## config.mk

```make
export PLATFORM = sky130hd
export DESIGN_NAME = serial_shift_register_loader
export DESIGN_NICKNAME = d
export VERILOG_FILES = /design/src/design/ssrl_pkg.sv /design/src/design/serial_shift_register_loader.sv /design/src/design/ssrl_seq.sv
export SDC_FILE = /design/constraint.sdc
export NUM_CORES = 1
export LEC_CHECK = 0
export ABC_AREA = 1
export CORE_MARGIN = 10
export CORE_UTILIZATION = 59
export DETAILED_ROUTE_END_ITERATION = 16
export DONT_BUFFER_PORTS = 1
export PLACE_DENSITY = 0.75
export SETUP_SLACK_MARGIN = 0.15
export SLEW_MARGIN = 20
export SYNTH_ARGS = -nofsm -noshare
export SYNTH_HDL_FRONTEND = slang
export SYNTH_SLANG_ARGS = --single-unit
```

## constraint.sdc

```tcl
create_clock -name aclk -period 3.1 [get_ports aclk]
set_input_delay 0.31 -clock aclk [delete_from_list [all_inputs] [get_ports aclk]]
set_output_delay 0.31 -clock aclk [all_outputs]
set_load 0.01 [all_outputs]
```

## src/design/ssrl_pkg.sv

```systemverilog
// ----------------------------------------------------------------------------
// ssrl_pkg
// Shared types and constants for the serial shift register loader.
// ----------------------------------------------------------------------------
package ssrl_pkg;

    localparam int DEFAULT_BUFFER_BYTES = 8;
    localparam int BYTE_BITS            = 8;
    localparam int INDEX_WIDTH          = 3;
    localparam int COUNT_WIDTH          = 7;
    localparam int BIT_POS_WIDTH        = 4;
    localparam logic INVERT_RESET       = 1'b1;

    typedef enum logic [1:0] {
        KIND_TICK,
        KIND_LOAD,
        KIND_START,
        KIND_ENABLE
    } kind_t;

    typedef struct packed {
        kind_t                    kind;
        logic [INDEX_WIDTH-1:0]   byte_index;
        logic [BYTE_BITS-1:0]     byte_value;
        logic [COUNT_WIDTH-1:0]   byte_count;
        logic                     enable_value;
    } item_t;

    // logical pin levels
    typedef struct packed {
        logic enable_n;
        logic latch_clock;
        logic shift_clock;
        logic serial_data;
    } pins_t;

    typedef struct packed {
        pins_t pins;
        logic  busy;
    } res_t;

endpackage

```

## src/design/serial_shift_register_loader.sv

```systemverilog
// ----------------------------------------------------------------------------
// serial_shift_register_loader
// Drives a chain of serial-in, parallel-out shift registers; each input beat
// loads a byte, starts a transfer, sets the enable pin or advances one tick.
//
//  channel  | handshake          | payload
//  ---------+--------------------+-------------------------------------------
//  s_       | s_valid / s_ready  | kind, byte_index, byte_value, byte_count,
//           |                    | enable_value
//  m_       | m_valid / m_ready  | serial_data, shift_clock, latch_clock,
//           |                    | enable_n, busy_res
//  cfg_     | cfg_wr_en          | cfg_wr_data (invert_pins)
//
// one beat per cycle unless m_ stalls; m_valid rises when the beat fires
// input register feeds the sequencer, result register holds the pin levels
// m_ stall backs up into the input register, then drops s_ready
// synchronous active-low reset: idle, buffer cleared, pins inverted
// ----------------------------------------------------------------------------
module serial_shift_register_loader
    import ssrl_pkg::*;
#(
    parameter int BUFFER_BYTES = DEFAULT_BUFFER_BYTES
) (
    input  logic                   aclk,
    input  logic                   aresetn,
    input  logic                   cfg_wr_en,
    input  logic                   cfg_wr_data,
    input  logic                   s_valid,
    output logic                   s_ready,
    input  logic [1:0]             s_kind,
    input  logic [INDEX_WIDTH-1:0] s_byte_index,
    input  logic [BYTE_BITS-1:0]   s_byte_value,
    input  logic [COUNT_WIDTH-1:0] s_byte_count,
    input  logic                   s_enable_value,
    output logic                   m_valid,
    input  logic                   m_ready,
    output logic                   m_serial_data,
    output logic                   m_shift_clock,
    output logic                   m_latch_clock,
    output logic                   m_enable_n,
    output logic                   m_busy_res
);

    logic  invert_reg;
    logic  in_valid_reg;
    item_t item_reg;
    logic  out_valid_reg;
    res_t  res_reg;
    res_t  res_next;
    logic  fire;

    assign fire    = in_valid_reg && (!out_valid_reg || m_ready);
    assign s_ready = !in_valid_reg || fire;

    ssrl_seq #(
        .BUFFER_BYTES(BUFFER_BYTES)
    ) u_seq (
        .aclk     (aclk),
        .aresetn  (aresetn),
        .fire     (fire),
        .item     (item_reg),
        .res_next (res_next)
    );

    always_ff @(posedge aclk) begin
        if (!aresetn) begin
            invert_reg <= INVERT_RESET;
        end else if (cfg_wr_en) begin
            invert_reg <= cfg_wr_data;
        end
    end

    always_ff @(posedge aclk) begin
        if (!aresetn) begin
            in_valid_reg <= 1'b0;
        end else if (s_ready) begin
            in_valid_reg <= s_valid;
        end
    end

    always_ff @(posedge aclk) begin
        if (s_valid && s_ready) begin
            item_reg.kind         <= kind_t'(s_kind);
            item_reg.byte_index   <= s_byte_index;
            item_reg.byte_value   <= s_byte_value;
            item_reg.byte_count   <= s_byte_count;
            item_reg.enable_value <= s_enable_value;
        end
    end

    always_ff @(posedge aclk) begin
        if (!aresetn) begin
            out_valid_reg <= 1'b0;
        end else if (fire) begin
            out_valid_reg <= 1'b1;
        end else if (m_ready) begin
            out_valid_reg <= 1'b0;
        end
    end

    always_ff @(posedge aclk) begin
        if (fire) begin
            res_reg.pins <= res_next.pins ^ {4{invert_reg}};
            res_reg.busy <= res_next.busy;
        end
    end

    assign m_valid       = out_valid_reg;
    assign m_serial_data = res_reg.pins.serial_data;
    assign m_shift_clock = res_reg.pins.shift_clock;
    assign m_latch_clock = res_reg.pins.latch_clock;
    assign m_enable_n    = res_reg.pins.enable_n;
    assign m_busy_res    = res_reg.busy;

`ifndef SYNTH
    a_fire_out: assert property (@(posedge aclk) disable iff (!aresetn)
        fire |=> m_valid)
        else $error("processed beat not presented");
    a_hold_in: assert property (@(posedge aclk) disable iff (!aresetn)
        (in_valid_reg && m_valid && !m_ready) |-> !s_ready)
        else $error("input taken while both stages full");
    a_start_busy: assert property (@(posedge aclk) disable iff (!aresetn)
        (fire && item_reg.kind == KIND_START) |=> m_busy_res)
        else $error("start beat did not report busy");
`endif

endmodule

```

## src/design/ssrl_seq.sv

```systemverilog
// ----------------------------------------------------------------------------
// ssrl_seq
// Pin sequencer and send buffer: applies one beat per fire strobe and
// presents the state that follows it.
// ----------------------------------------------------------------------------
module ssrl_seq
    import ssrl_pkg::*;
#(
    parameter int BUFFER_BYTES = DEFAULT_BUFFER_BYTES
) (
    input  logic  aclk,
    input  logic  aresetn,
    input  logic  fire,
    input  item_t item,
    output res_t  res_next
);

    // only indices reachable through byte_index are ever stored
    localparam int STORE_BYTES = (BUFFER_BYTES < (1 << INDEX_WIDTH)) ?
                                 BUFFER_BYTES : (1 << INDEX_WIDTH);
    localparam logic [COUNT_WIDTH-1:0] BUF_LIMIT = COUNT_WIDTH'(BUFFER_BYTES);

    typedef enum logic [1:0] {
        PH_IDLE,
        PH_BEGIN,
        PH_STEP,
        PH_FINISH
    } phase_t;

    phase_t                   phase_reg,      phase_next;
    logic [COUNT_WIDTH-1:0]   byte_pos_reg,   byte_pos_next;
    logic [BIT_POS_WIDTH-1:0] bit_pos_reg,    bit_pos_next;
    logic                     half_reg,       half_next;
    logic [COUNT_WIDTH-1:0]   byte_total_reg, byte_total_next;
    pins_t                    pins_reg,       pins_next;
    logic [BYTE_BITS-1:0]     send_buf_reg [STORE_BYTES];
    logic [BYTE_BITS-1:0]     rd_byte;
    logic [COUNT_WIDTH-1:0]   pos;
    logic [BIT_POS_WIDTH-1:0] bpos;

    always_comb begin
        rd_byte = '0;
        for (int i = 0; i < STORE_BYTES; i++) begin
            if (pos == COUNT_WIDTH'(i)) begin
                rd_byte = send_buf_reg[i];
            end
        end
    end

    always_comb begin
        phase_next      = phase_reg;
        byte_pos_next   = byte_pos_reg;
        bit_pos_next    = bit_pos_reg;
        half_next       = half_reg;
        byte_total_next = byte_total_reg;
        pins_next       = pins_reg;
        pos             = byte_pos_reg;
        bpos            = bit_pos_reg;
        case (item.kind)
            KIND_TICK: begin
                case (phase_reg)
                    PH_BEGIN: begin
                        byte_pos_next         = '0;
                        bit_pos_next          = '0;
                        half_next             = 1'b0;
                        pins_next.serial_data = 1'b0;
                        pins_next.latch_clock = 1'b0;
                        pins_next.shift_clock = 1'b0;
                        pins_next.enable_n    = 1'b1;
                        phase_next            = PH_STEP;
                    end
                    PH_STEP: begin
                        if (half_reg) begin
                            pins_next.shift_clock = 1'b0;
                            pins_next.serial_data = 1'b0;
                            bit_pos_next          = bit_pos_reg + BIT_POS_WIDTH'(1);
                            half_next             = 1'b0;
                        end else begin
                            if (bit_pos_reg >= BIT_POS_WIDTH'(BYTE_BITS)) begin
                                bpos = '0;
                                pos  = byte_pos_reg + COUNT_WIDTH'(1);
                            end
                            byte_pos_next = pos;
                            bit_pos_next  = bpos;
                            if (pos >= byte_total_reg || pos >= BUF_LIMIT) begin
                                phase_next = PH_FINISH;
                            end else begin
                                // msb first
                                pins_next.serial_data = rd_byte[~bpos[2:0]];
                                pins_next.shift_clock = 1'b1;
                                half_next             = 1'b1;
                            end
                        end
                    end
                    PH_FINISH: begin
                        if (half_reg) begin
                            pins_next.latch_clock = 1'b0;
                            pins_next.enable_n    = 1'b0;
                            half_next             = 1'b0;
                            phase_next            = PH_IDLE;
                        end else begin
                            pins_next.latch_clock = 1'b1;
                            half_next             = 1'b1;
                        end
                    end
                    default: begin
                    end
                endcase
            end
            KIND_START: begin
                byte_total_next = (item.byte_count > BUF_LIMIT) ? BUF_LIMIT
                                                                : item.byte_count;
                phase_next      = PH_BEGIN;
            end
            KIND_ENABLE: begin
                pins_next.enable_n = ~item.enable_value;
            end
            default: begin
            end
        endcase
    end

    assign res_next.pins = pins_next;
    assign res_next.busy = (phase_next != PH_IDLE);

    always_ff @(posedge aclk) begin
        if (!aresetn) begin
            phase_reg      <= PH_IDLE;
            byte_pos_reg   <= '0;
            bit_pos_reg    <= '0;
            half_reg       <= 1'b0;
            byte_total_reg <= '0;
            pins_reg       <= '0;
            for (int i = 0; i < STORE_BYTES; i++) begin
                send_buf_reg[i] <= '0;
            end
        end else if (fire) begin
            phase_reg      <= phase_next;
            byte_pos_reg   <= byte_pos_next;
            bit_pos_reg    <= bit_pos_next;
            half_reg       <= half_next;
            byte_total_reg <= byte_total_next;
            pins_reg       <= pins_next;
            for (int i = 0; i < STORE_BYTES; i++) begin
                if (item.kind == KIND_LOAD &&
                    item.byte_index == INDEX_WIDTH'(i)) begin
                    send_buf_reg[i] <= item.byte_value;
                end
            end
        end
    end

`ifndef SYNTH
    a_half_idle: assert property (@(posedge aclk) disable iff (!aresetn)
        (phase_reg == PH_IDLE) |-> !half_reg)
        else $error("half cycle set while idle");
    a_bit_range: assert property (@(posedge aclk) disable iff (!aresetn)
        bit_pos_reg <= BIT_POS_WIDTH'(BYTE_BITS))
        else $error("bit position out of range");
    a_total_sat: assert property (@(posedge aclk) disable iff (!aresetn)
        byte_total_reg <= BUF_LIMIT)
        else $error("byte total above buffer size");
`endif

endmodule

```

==> out/results.txt, run 1 <==
DRT antenna net count: 0
Drt via density: 5.588
Pins over their slew limit: 0
Pin count of the biggest net entering global routing: 29
DR iter-0 viols: 545
Non-Filler Instances: 864
Clock power share: 0.474
Chip height: 120.1 um
Seq pwr share: 0.465
Worst vdd ir: 0.4713 mV
Clock transition at the registers of the reported paths: 60 ps
Crit path max-delay family: simple AND/OR/NAND/NOR gates
Status: completed
Worst r2r src: u_seq.byte_pos_reg[1]
Drt drc: 0
Initial antenna violation count: 0
Tcrit/Tclk final: 0.9169
Std-Cell Core Area: 9774 um2
Slowest cell delay on critical path: 390 ps
Fmax: 351.8 MHz
CTS Sinks: 118
HP Class: in -> reg
Number of global-route vias before repair: 4270
Synth warn: 0
Worst setup SP type: register
GRT Total Usage: 0.1981
Final min period: 2842 ps
TritonCTS clock tree: built
Critical Path Most Common Cell: nand2_1
Commonest non-fill, non-tap cells in the layout: nand2_1 (142), nor2_1 (94), edfxtp_1 (90), inv_1 (86), nand3_1 (69)
Worst path bufs/invs: 1
Die Span X: 120.1 um
Worst-path maximum fanout: 7
Final HPWL DP: 9.594 mm
Met2 usage: 0.3098
Mapped Cells: 667
Worst EP required: 3390 ps
Hold endpoint: in_valid_reg
Syn_area_per_cell: 8.858 um2
Final GP Congestion: 1.013
Commonest non-fill, non-tap cell in the layout: nand2_1
EDFF count, synth: 90
Setup CP Type: reg -> reg
Max cap viols: 0
Hold Crit Depth: 2
Synth Register Bits: 118
Area of the mapped netlist: 5908 um2
Worst skew pair latency: 530 ps
Post-Place Cells: 794
RSZ-0062 raised after global routing: false
R2R depth: 25
Clock root cell: clkbuf_8
Drt total wl: 15.07 mm
Logic pwr share: 0.061
Rel. slew slack: 0.5361
Growth of design area from synthesis to finish: 20.82%
Distinct cells, synth: 41
Endpoints failing hold: 0
Drt wl/cell: 17.44 um
Final net count: 764
Met3 usage: 0.05954
Cts bufs inserted: 17
Skew final: 11.56 ps
Syn Nets: 713
GRT met1 Usage: 0.2540
Initial Utilization: 0.6045
Flip-flop count of the largest register after layout: 64
Reg2Reg Capture Point: m_serial_data
Pwr per Cell Area: 543.7 nW/um2
Switching power total: 0.9480 mW
Total gr overflow: 0
# IOs: 34
Final Util: 0.7303
Hold Crit Start: s_valid
Worst Max-Slew Pin Slew: 695.1 ps
H-Tree Depth: 4
Top_reg_cell synth: edfxtp_1
CP Data Arrival Time: 3130 ps
TritonRoute pass-1 iters: 7
Clock Path Buffers: 2
Diodes inserted: 0
Int Pwr: 2.933 mW
First-pass GRT wire length: 22.43 mm
Critical Path Sink Type: register
Die footprint: 14420 um2
Slowest CP cell: dfxtp_4
Buffers on Ports: 0
Hold Slack: 29.72 ps
Top Usage Layer GRT: met2
# setup viols final: 0
Reg2Reg Setup Slack: 260 ps
Async set-reset flop share out of synthesis: 0
Fin Setup TNS: 0 ps
Seq/Total Area, Yosys: 0.5523
Site Rows: 36
Share of cells above drive strength 1: 0.1436
Static leakage: 2.976 nW
Sw Ratio: 0.2443
Vias: 4828
layer usage:
layer | routed length (um) | vias to the layer above
li1 | - | 2312
met1 | 6003 | 2204
met2 | 7050 | 269
met3 | 1582 | 43
met4 | 435 | 0
met5 | 0 | -
per-stage QoR:
| step | area [um2] | power [mW] | setup WS, ps |
|---|---|---|---|
| 6_report | 7138 | 3.881 | 257.7 |
| 5_1_grt | 7138 | 3.988 | 84.22 |
| 4_1_cts | 6870 | 3.865 | 166.4 |
| 3_5_place_dp | 6051 | 2.020 | 60.94 |
| 3_3_place_gp | 6051 | 2.014 | 146.0 |
| 2_1_floorplan | 5908 | 1.962 | 538.4 |
synth_stat cells, types with 2 or more instances:
cell type | n | area [um2]
o21ai_1 | 3 | 15.01
inv_2 | 3 | 11.26
o21ai_2 | 2 | 17.52
clkinv_1 | 2 | 7.510
nand3_2 | 2 | 20.02
clkbuf_1 | 7 | 26.28
edfxtp_1 | 90 | 2703
inv_1 | 90 | 337.8
nand2_2 | 7 | 43.79
nor2_4 | 4 | 45.04
o21ai_0 | 22 | 110.1
nand3_1 | 70 | 350.3
dfxtp_1 | 28 | 560.5
nand3_4 | 2 | 35.03
nor3b_1 | 2 | 15.01
a21oi_1 | 22 | 110.1
nor2_1 | 98 | 367.9
a211oi_1 | 4 | 30.03
nor2_2 | 2 | 12.51
nand4_1 | 11 | 68.82
nor3_1 | 5 | 25.02
a221oi_1 | 2 | 17.52
xor2_1 | 3 | 26.28
buf_6 | 3 | 33.78
nand2_1 | 148 | 555.5
buf_4 | 2 | 15.01
ha_1 | 19 | 237.7
how the worst max path moves through the flow:
stage                          startpoint            end  slack (ps)  cells past startpoint
finish              u_seq.byte_pos_reg[1]  m_serial_data         260                     25
floorplan                    item_reg[19]  m_serial_data         540                     21
CTS                 u_seq.byte_pos_reg[0]  m_serial_data         170                     25
global placement       u_seq.phase_reg[0]  m_serial_data         150                     20
detailed placement     u_seq.phase_reg[0]  m_serial_data          60                     20
global route        u_seq.byte_pos_reg[1]  m_serial_data          80                     24
layout make-up:
| cell class | instances | area (um2) |
|---|---|---|
| Multi-Input combinational cell | 444 | 2369 |
| Sequential cell | 118 | 3279 |
| Inverter | 95 | 356.6 |
| Clock inverter | 15 | 142.6 |
| Timing Repair Buffer | 42 | 410.4 |
| Fill cell | 687 | 2636 |
| Tap cell | 133 | 166.4 |
| Clock buffer | 17 | 414.1 |
logic make-up (layout without fill, tap and decap cells):
family	Yosys count	in the layout	share of synthesized area
AOI/OAI and AO/OA	62	62	0.06015
DFF	118	118	0.5523
and+or+nand+nor	356	360	0.2683
xor gates and xnor gates	3	3	0.004448
buffers and inverters	109	169	0.07454
adders and majority gates	19	19	0.04024
power groups by stage:
stage / registers, mW / clock network [mW] / logic (mW)
4_1_cts: 1.81 / 1.85 / 0.211
3_5_place_dp: 1.84 / 0 / 0.182
2_1_floorplan: 1.82 / 0 / 0.138
6_report: 1.80 / 1.84 / 0.237
3_3_place_gp: 1.84 / 0 / 0.177
5_1_grt: 1.81 / 1.92 / 0.260
timing repair:
item,in CTS,in global routing
setup buffers,0,9
gates cloned,0,4
hold buffers,25,0
gates resized for setup,3,41
endpoints found under the hold margin,33,0
pin swaps,0,14
endpoints found under the setup margin,1,3
(Power assumes the default switching activity.)
==> run 2, diff against run 1 <==
Clock period 3.1 ns to 3 ns, I/O delays scaled along.
==> out/results.txt, run 2 (synthesized netlist as in run 1, its figures left out) <==
H-Tree Depth: 4 (unchanged)
Count of filler cells inserted in the layout: 647 (-5.8%)
Final Power: 3.892 mW (+0.28%)
Final min period: 2870 ps (+28.00 ps)
Drt total wl: 15.03 mm (-0.25%)
Critical Path Most Common Cell: nand2_1
Commonest non-fill, non-tap cell in the layout: nand2_1
Max cap viols: 0 (unchanged)
Logic pwr share: 0.065 (+0.004)
Die Span X: 120.1 um (unchanged)
Worst skew pair latency: 530 ps (about the same)
GRT Total Usage: 0.2053 (+0.007213)
Vias: 4956 (+2.7%)
Clock Path Buffers: 2 (unchanged)
Pins over their slew limit: 0 (unchanged)
TritonRoute pass-1 iters: 6 (-1)
# setup viols final: 0 (unchanged)
Drt wl/cell: 17.30 um (-0.83%)
Status: completed
Drt drc: 0 (unchanged)
R2R depth: 26 (+4.0%)
Pwr per Cell Area: 542.6 nW/um2 (-0.19%)
Total gr overflow: 0 (unchanged)
TritonCTS clock tree: built
Site Rows: 36 (unchanged)
Skew final: 13.10 ps (+1.542 ps)
Top Usage Layer GRT: met2
CTS Sinks: 118 (unchanged)
Worst EP required: 3280 ps (-110 ps)
Hold Crit Depth: 2 (unchanged)
CP Data Arrival Time: 3150 ps (+20 ps)
Clock root cell: clkbuf_8
Clock power share: 0.456 (-0.018)
Sequential Area: 3276 um2 (-0.11%)
Std-Cell Core Area: 9774 um2 (unchanged)
Initial antenna violation count: 0 (unchanged)
Slowest cell delay on critical path: 370 ps (-20 ps)
Area after DPL: 6123 um2 (+1.2%)
Crit path max-delay family: simple AND/OR/NAND/NOR gates
Stages on worst setup path: 26 (+4.0%)
Initial Utilization: 0.6045 (unchanged)
First-pass GRT wire length: 23.44 mm (+4.5%)
Fmax: 348.4 MHz (-0.98%)
Endpoints failing hold: 0 (unchanged)
Number of global-route vias before repair: 4704 (+10%)
Final HPWL DP: 9.624 mm (+0.31%)
Setup CP Type: reg -> reg
# IOs: 34 (unchanged)
Drt via density: 5.703 (+2.1%)
Final net count: 769 (+0.65%)
Worst-path maximum fanout: 8 (+1)
Critical Path Sink Type: register
Flip-flop count of the largest register after layout: 64 (unchanged)
Slowest CP cell: dfxtp_4
Cts bufs inserted: 17 (unchanged)
Layout Cell Area excl Fill: 7172 um2 (+0.47%)
Setup WS pre-CTS: -27.14 ps (-88.09 ps)
Tcrit/Tclk final: 0.9568 (+0.03990)
Worst vdd ir: 0.5103 mV (+8.3%)
Clock transition at the registers of the reported paths: 60 ps (about the same)
Int Pwr: 2.936 mW (+0.11%)
Die footprint: 14420 um2 (unchanged)
Switching power total: 0.9555 mW (+0.79%)
Met3 usage: 0.06282 (+0.003282)
Worst Max-Slew Pin Slew: 702.6 ps (+7.506 ps)
GRT met1 Usage: 0.2598 (+0.005795)
Area of the multi-input gates: 2360 um2 (-0.37%)
Worst setup SP type: register
Met2 usage: 0.3274 (+0.01754)
HP Class: in -> reg
Commonest non-fill, non-tap cells in the layout: nand2_1 (142), edfxtp_1 (90), nor2_1 (89), inv_1 (87), nand3_1 (64)
Worst path bufs/invs: 2 (+1)
Share of cells above drive strength 1: 0.1590 (+0.01533)
Static leakage: 3.004 nW (+0.96%)
Diodes inserted: 0 (unchanged)
Non-Filler Instances: 869 (+0.58%)
Sw Ratio: 0.2455 (+0.001250)
Rel. slew slack: 0.5311 (-0.005010)
DRT antenna net count: 0 (unchanged)
Seq pwr share: 0.479 (+0.014)
Post-Place Cells: 802 (+1.0%)
DR iter-0 viols: 440 (-19%)
RSZ-0062 raised after global routing: true
Pin count of the biggest net entering global routing: 22 (-24%)
Buffers on Ports: 0 (unchanged)
Chip height: 120.1 um (unchanged)
Final GP Congestion: 1.026 (+1.3%)
Min setup slack post-route: 129.7 ps (-128.0 ps)
Growth of design area from synthesis to finish: 21.39%
==> run 2: cell count changes in the layout (fill, tap and decap cells not counted), sizes merged <==
cell	previous run	this run
bufinv	1	0
clkinvlp	1	4
buf	17	25
nand2	160	156
clkinv	8	10
inv	100	95
clkbuf	17	19
==> run 2: worst paths after layout <==
| check | startpoint | end | slack, ps |
|---|---|---|---|
| setup reg to reg | u_seq.byte_pos_reg[0] | m_serial_data | 130 |
| hold / removal | s_valid | in_valid_reg | 40 |
| hold reg to reg | u_seq.byte_total_reg[4] | u_seq.byte_total_reg[4] | 460 |
| setup / recovery | u_seq.byte_pos_reg[0] | m_serial_data | 130 |
==> run 2: per-layer routing <==
metal / part of all wire / wire length, um
met5: 0 / 0
met4: 0.020 / 295
met3: 0.10 / 1570
met2: 0.48 / 7153
met1: 0.40 / 6013
==> run 2: cell type report <==
cell class | count | share of cell area
Inverter | 95 | 0.05007
Tap cell | 133 | 0.02320
Clock inverter | 14 | 0.01483
Timing Repair Buffer | 51 | 0.06786
Sequential cell | 118 | 0.4567
Clock buffer | 18 | 0.05827
Multi-Input combinational cell | 440 | 0.3290
==> run 2: worst register-to-register path, delay by kind of cell (launching register included) <==
family,cells,cell delay (ps)
and+or+nand+nor,23,1810
DFF,1,370
adders and majority gates,1,150
buffers and inverters,2,290
==> run 2: power groups by stage <==
stage,logic [mW],registers (mW),clock network [mW]
after floorplan,0.142,1.89,0
after global placement,0.189,1.90,0
after detailed placement,0.194,1.90,0
after CTS,0.225,1.86,1.78
after global routing,0.276,1.87,1.86
final,0.251,1.86,1.78
==> run 2: what timing repair did <==
item	CTS	global route
pin swaps	0	15
buffers inserted	0	9
cloned	0	1
setup endpoints to repair	2	5
hold buffers	25	0
resized for setup	8	48
endpoints found under the hold margin	33	0
==> run 2: per-stage QoR <==
stage	hold slack, ps	setup TNS, ps	util
2_1_floorplan	398.9	0	-
3_3_place_gp	399.0	0	0.6265
3_5_place_dp	399.0	-27.14	0.6265
4_1_cts	23.86	0	0.7075
5_1_grt	30.55	-37.18	0.7337
6_report	44.56	0	0.7337
==> run 3, diff against run 2 <==
Settings changed: BUFFER_PORTS_ARGS set to -buffer_cell sky130_fd_sc_hd__clkbuf_2, DONT_BUFFER_PORTS 1 to unset, PLACE_DENSITY 0.75 to 0.78.
Clock period 3 ns to 3.2 ns, I/O delays scaled along.
==> out/results.txt, run 3 (synthesized netlist as in run 1, its figures left out) <==
Flip-flop count of the largest register after layout: 64 (unchanged)
Diodes inserted: 0 (unchanged)
Sw Ratio: 0.2283 (-0.01725)
Reg2Reg Capture Point: m_serial_data
Share of cells above drive strength 1: 0.1709 (+0.01189)
HP Class: in -> reg
# setup viols final: 0 (unchanged)
H-Tree Depth: 4 (unchanged)
Pwr per Cell Area: 537.5 nW/um2 (-0.95%)
Commonest non-fill, non-tap cell in the layout: nand2_1
TritonRoute pass-1 iters: 5 (-1)
Worst Max-Slew Pin Slew: 720.1 ps (+17.48 ps)
Die Span X: 120.1 um (unchanged)
Drt via density: 5.678 (-0.44%)
TritonCTS clock tree: built
Count of filler cells inserted in the layout: 658 (+1.7%)
Post-Place Cells: 827 (+3.1%)
Hold endpoint: invert_reg
RSZ-0062 raised after global routing: false
First-pass GRT wire length: 23.91 mm (+2.0%)
Fmax: 356.3 MHz (+2.3%)
Met2 usage: 0.3404 (+0.01307)
Worst vdd ir: 0.4233 mV (-17%)
Number of global-route vias before repair: 4785 (+1.7%)
Static leakage: 3.062 nW (+1.9%)
Worst-path maximum fanout: 8 (unchanged)
Chip height: 120.1 um (unchanged)
Max cap viols: 0 (unchanged)
Logic pwr share: 0.065 (about the same)
Std-Cell Core Area: 9774 um2 (unchanged)
DR iter-0 viols: 713 (+62%)
Min setup slack post-route: 393.3 ps (+263.6 ps)
Setup CP Type: reg -> reg
Worst EP required: 3480 ps (+200 ps)
Endpoints failing hold: 0 (unchanged)
Clock transition at the registers of the reported paths: 60 ps (about the same)
# IOs: 34 (unchanged)
Switching power total: 0.8821 mW (-7.7%)
Clock root cell: clkbuf_8
Final Power: 3.864 mW (-0.71%)
Crit. Startpoint: u_seq.byte_pos_reg[0]
Vias: 5042 (+1.7%)
Rel. slew slack: 0.5194 (-0.01166)
Setup WS pre-CTS: 122.3 ps (+149.4 ps)
Final min period: 2807 ps (-63.60 ps)
Fin Setup TNS: 0 ps (unchanged)
Final GP Congestion: 1.067 (+4.0%)
R2R depth: 23 (-12%)
Hold Crit Depth: 2 (unchanged)
Final Util: 0.7355 (+0.001792)
Drt wl/cell: 17.42 um (+0.68%)
Die footprint: 14420 um2 (unchanged)
Area after DPL: 6216 um2 (+1.5%)
Buffers on Ports: 33 (+33)
Status: completed
Site Rows: 36 (unchanged)
Worst skew pair latency: 530 ps (about the same)
Layout Cell Area excl Fill: 7189 um2 (+0.24%)
Worst setup SP type: register
Final net count: 788 (+2.5%)
Int Pwr: 2.982 mW (+1.6%)
Top Usage Layer GRT: met2
Drt drc: 0 (unchanged)
Cts bufs inserted: 17 (unchanged)
Initial Utilization: 0.6045 (unchanged)
Skew final: 6.763 ps (-6.340 ps)
Tcrit/Tclk final: 0.8771 (-0.07967)
Pin count of the biggest net entering global routing: 28 (+27%)
Seq pwr share: 0.453 (-0.026)
Pins over their slew limit: 0 (unchanged)
Hold Slack: 31.08 ps (-13.48 ps)
GRT met1 Usage: 0.2644 (+0.004554)
GRT Total Usage: 0.2103 (+0.005009)
Critical Path Sink Type: register
CP Data Arrival Time: 3090 ps (-60 ps)
Commonest non-fill, non-tap cells in the layout: nand2_1 (143), nor2_1 (92), edfxtp_1 (90), inv_1 (85), nand3_1 (70)
Clock Path Buffers: 2 (unchanged)
Total gr overflow: 0 (unchanged)
Final HPWL DP: 9.914 mm (+3.0%)
Non-Filler Instances: 888 (+2.2%)
Initial antenna violation count: 0 (unchanged)
Growth of design area from synthesis to finish: 21.69%
DRT antenna net count: 0 (unchanged)
CTS Sinks: 118 (unchanged)
Worst r2r src: u_seq.byte_pos_reg[0]
Drt total wl: 15.47 mm (+2.9%)
Hold Crit Start: cfg_wr_en
Clock power share: 0.482 (+0.026)
Reg2Reg Setup Slack: 390 ps (+260 ps)
Met3 usage: 0.06704 (+0.004219)
-- run 3: changes by cell type in the layout (fill, tap and decap cells not counted), sizes merged --
cell / previous run / this run
clkbuf: 19 / 52
buf: 25 / 14
dlygate4sd3: 25 / 21
bufinv: 0 / 3
clkinvlp: 4 / 2
inv: 95 / 93
clkinv: 10 / 11
nand2: 156 / 157
-- run 3: cell type report --
type	count	area [um2]	share of cell area
sequential	118	3273	0.4553
clock inverter	14	158.9	0.02210
inverter	95	360.3	0.05012
timing repair buffer	69	516.7	0.07188
clock buffer	18	417.9	0.05813
multi-input combinational	441	2296	0.3194
tap	133	166.4	0.02315
-- run 3: power groups by stage --
stage | clock, mW | sequential [mW] | combinational [mW]
4_1_cts | 1.85 | 1.75 | 0.226
5_1_grt | 1.93 | 1.75 | 0.273
2_1_floorplan | 0 | 1.77 | 0.133
3_3_place_gp | 0 | 1.78 | 0.197
6_report | 1.86 | 1.75 | 0.249
3_5_place_dp | 0 | 1.78 | 0.203
-- run 3: how the worst max path moves through the flow --
| stage | to | slack, ps | cells past startpoint |
|---|---|---|---|
| after floorplan | m_serial_data | 640 | 21 |
| after global placement | m_serial_data | 240 | 20 |
| after detailed placement | m_serial_data | 120 | 20 |
| after CTS | m_serial_data | 210 | 20 |
| after global routing | m_serial_data | 140 | 25 |
| final | m_serial_data | 390 | 23 |
-- run 3: layer usage --
metal  up-vias  wire length (um)  part of all wire
met5         -                 0                 0
met4         0               303             0.020
met3        35              1664              0.11
met2       283              7303              0.47
met1      2365              6193              0.40
li1       2359                 -                 -
-- run 3: worst max-delay path, cell delays in order, from the launching register on --
cell and delay [ps]:
dfxtp_4 370, ha_2 180, nand2_2 90, o21ai_1 220, nand3_1 110, nand2_1 110
nor2_2 60, nand3_4 90, nand2_8 90, buf_8 160, nand3_1 80, nand2_1 90
nor2_2 140, nand4_1 100, nor2_1 110, nand2_1 50, nand3_1 70, nand3_1 70
nand2_1 80, nand2_1 60, nand2_2 90, nand2_1 50, nand2_1 50, nand2_1 50
-- run 3: repair_timing --
item / in CTS / in global routing
gates cloned: 0 / 2
pin swaps: 0 / 9
setup endpoints to repair: 1 / 2
resized for setup: 1 / 36
hold endpoints to repair: 21 / 0
buffers inserted: 0 / 6
hold buffers: 21 / 0
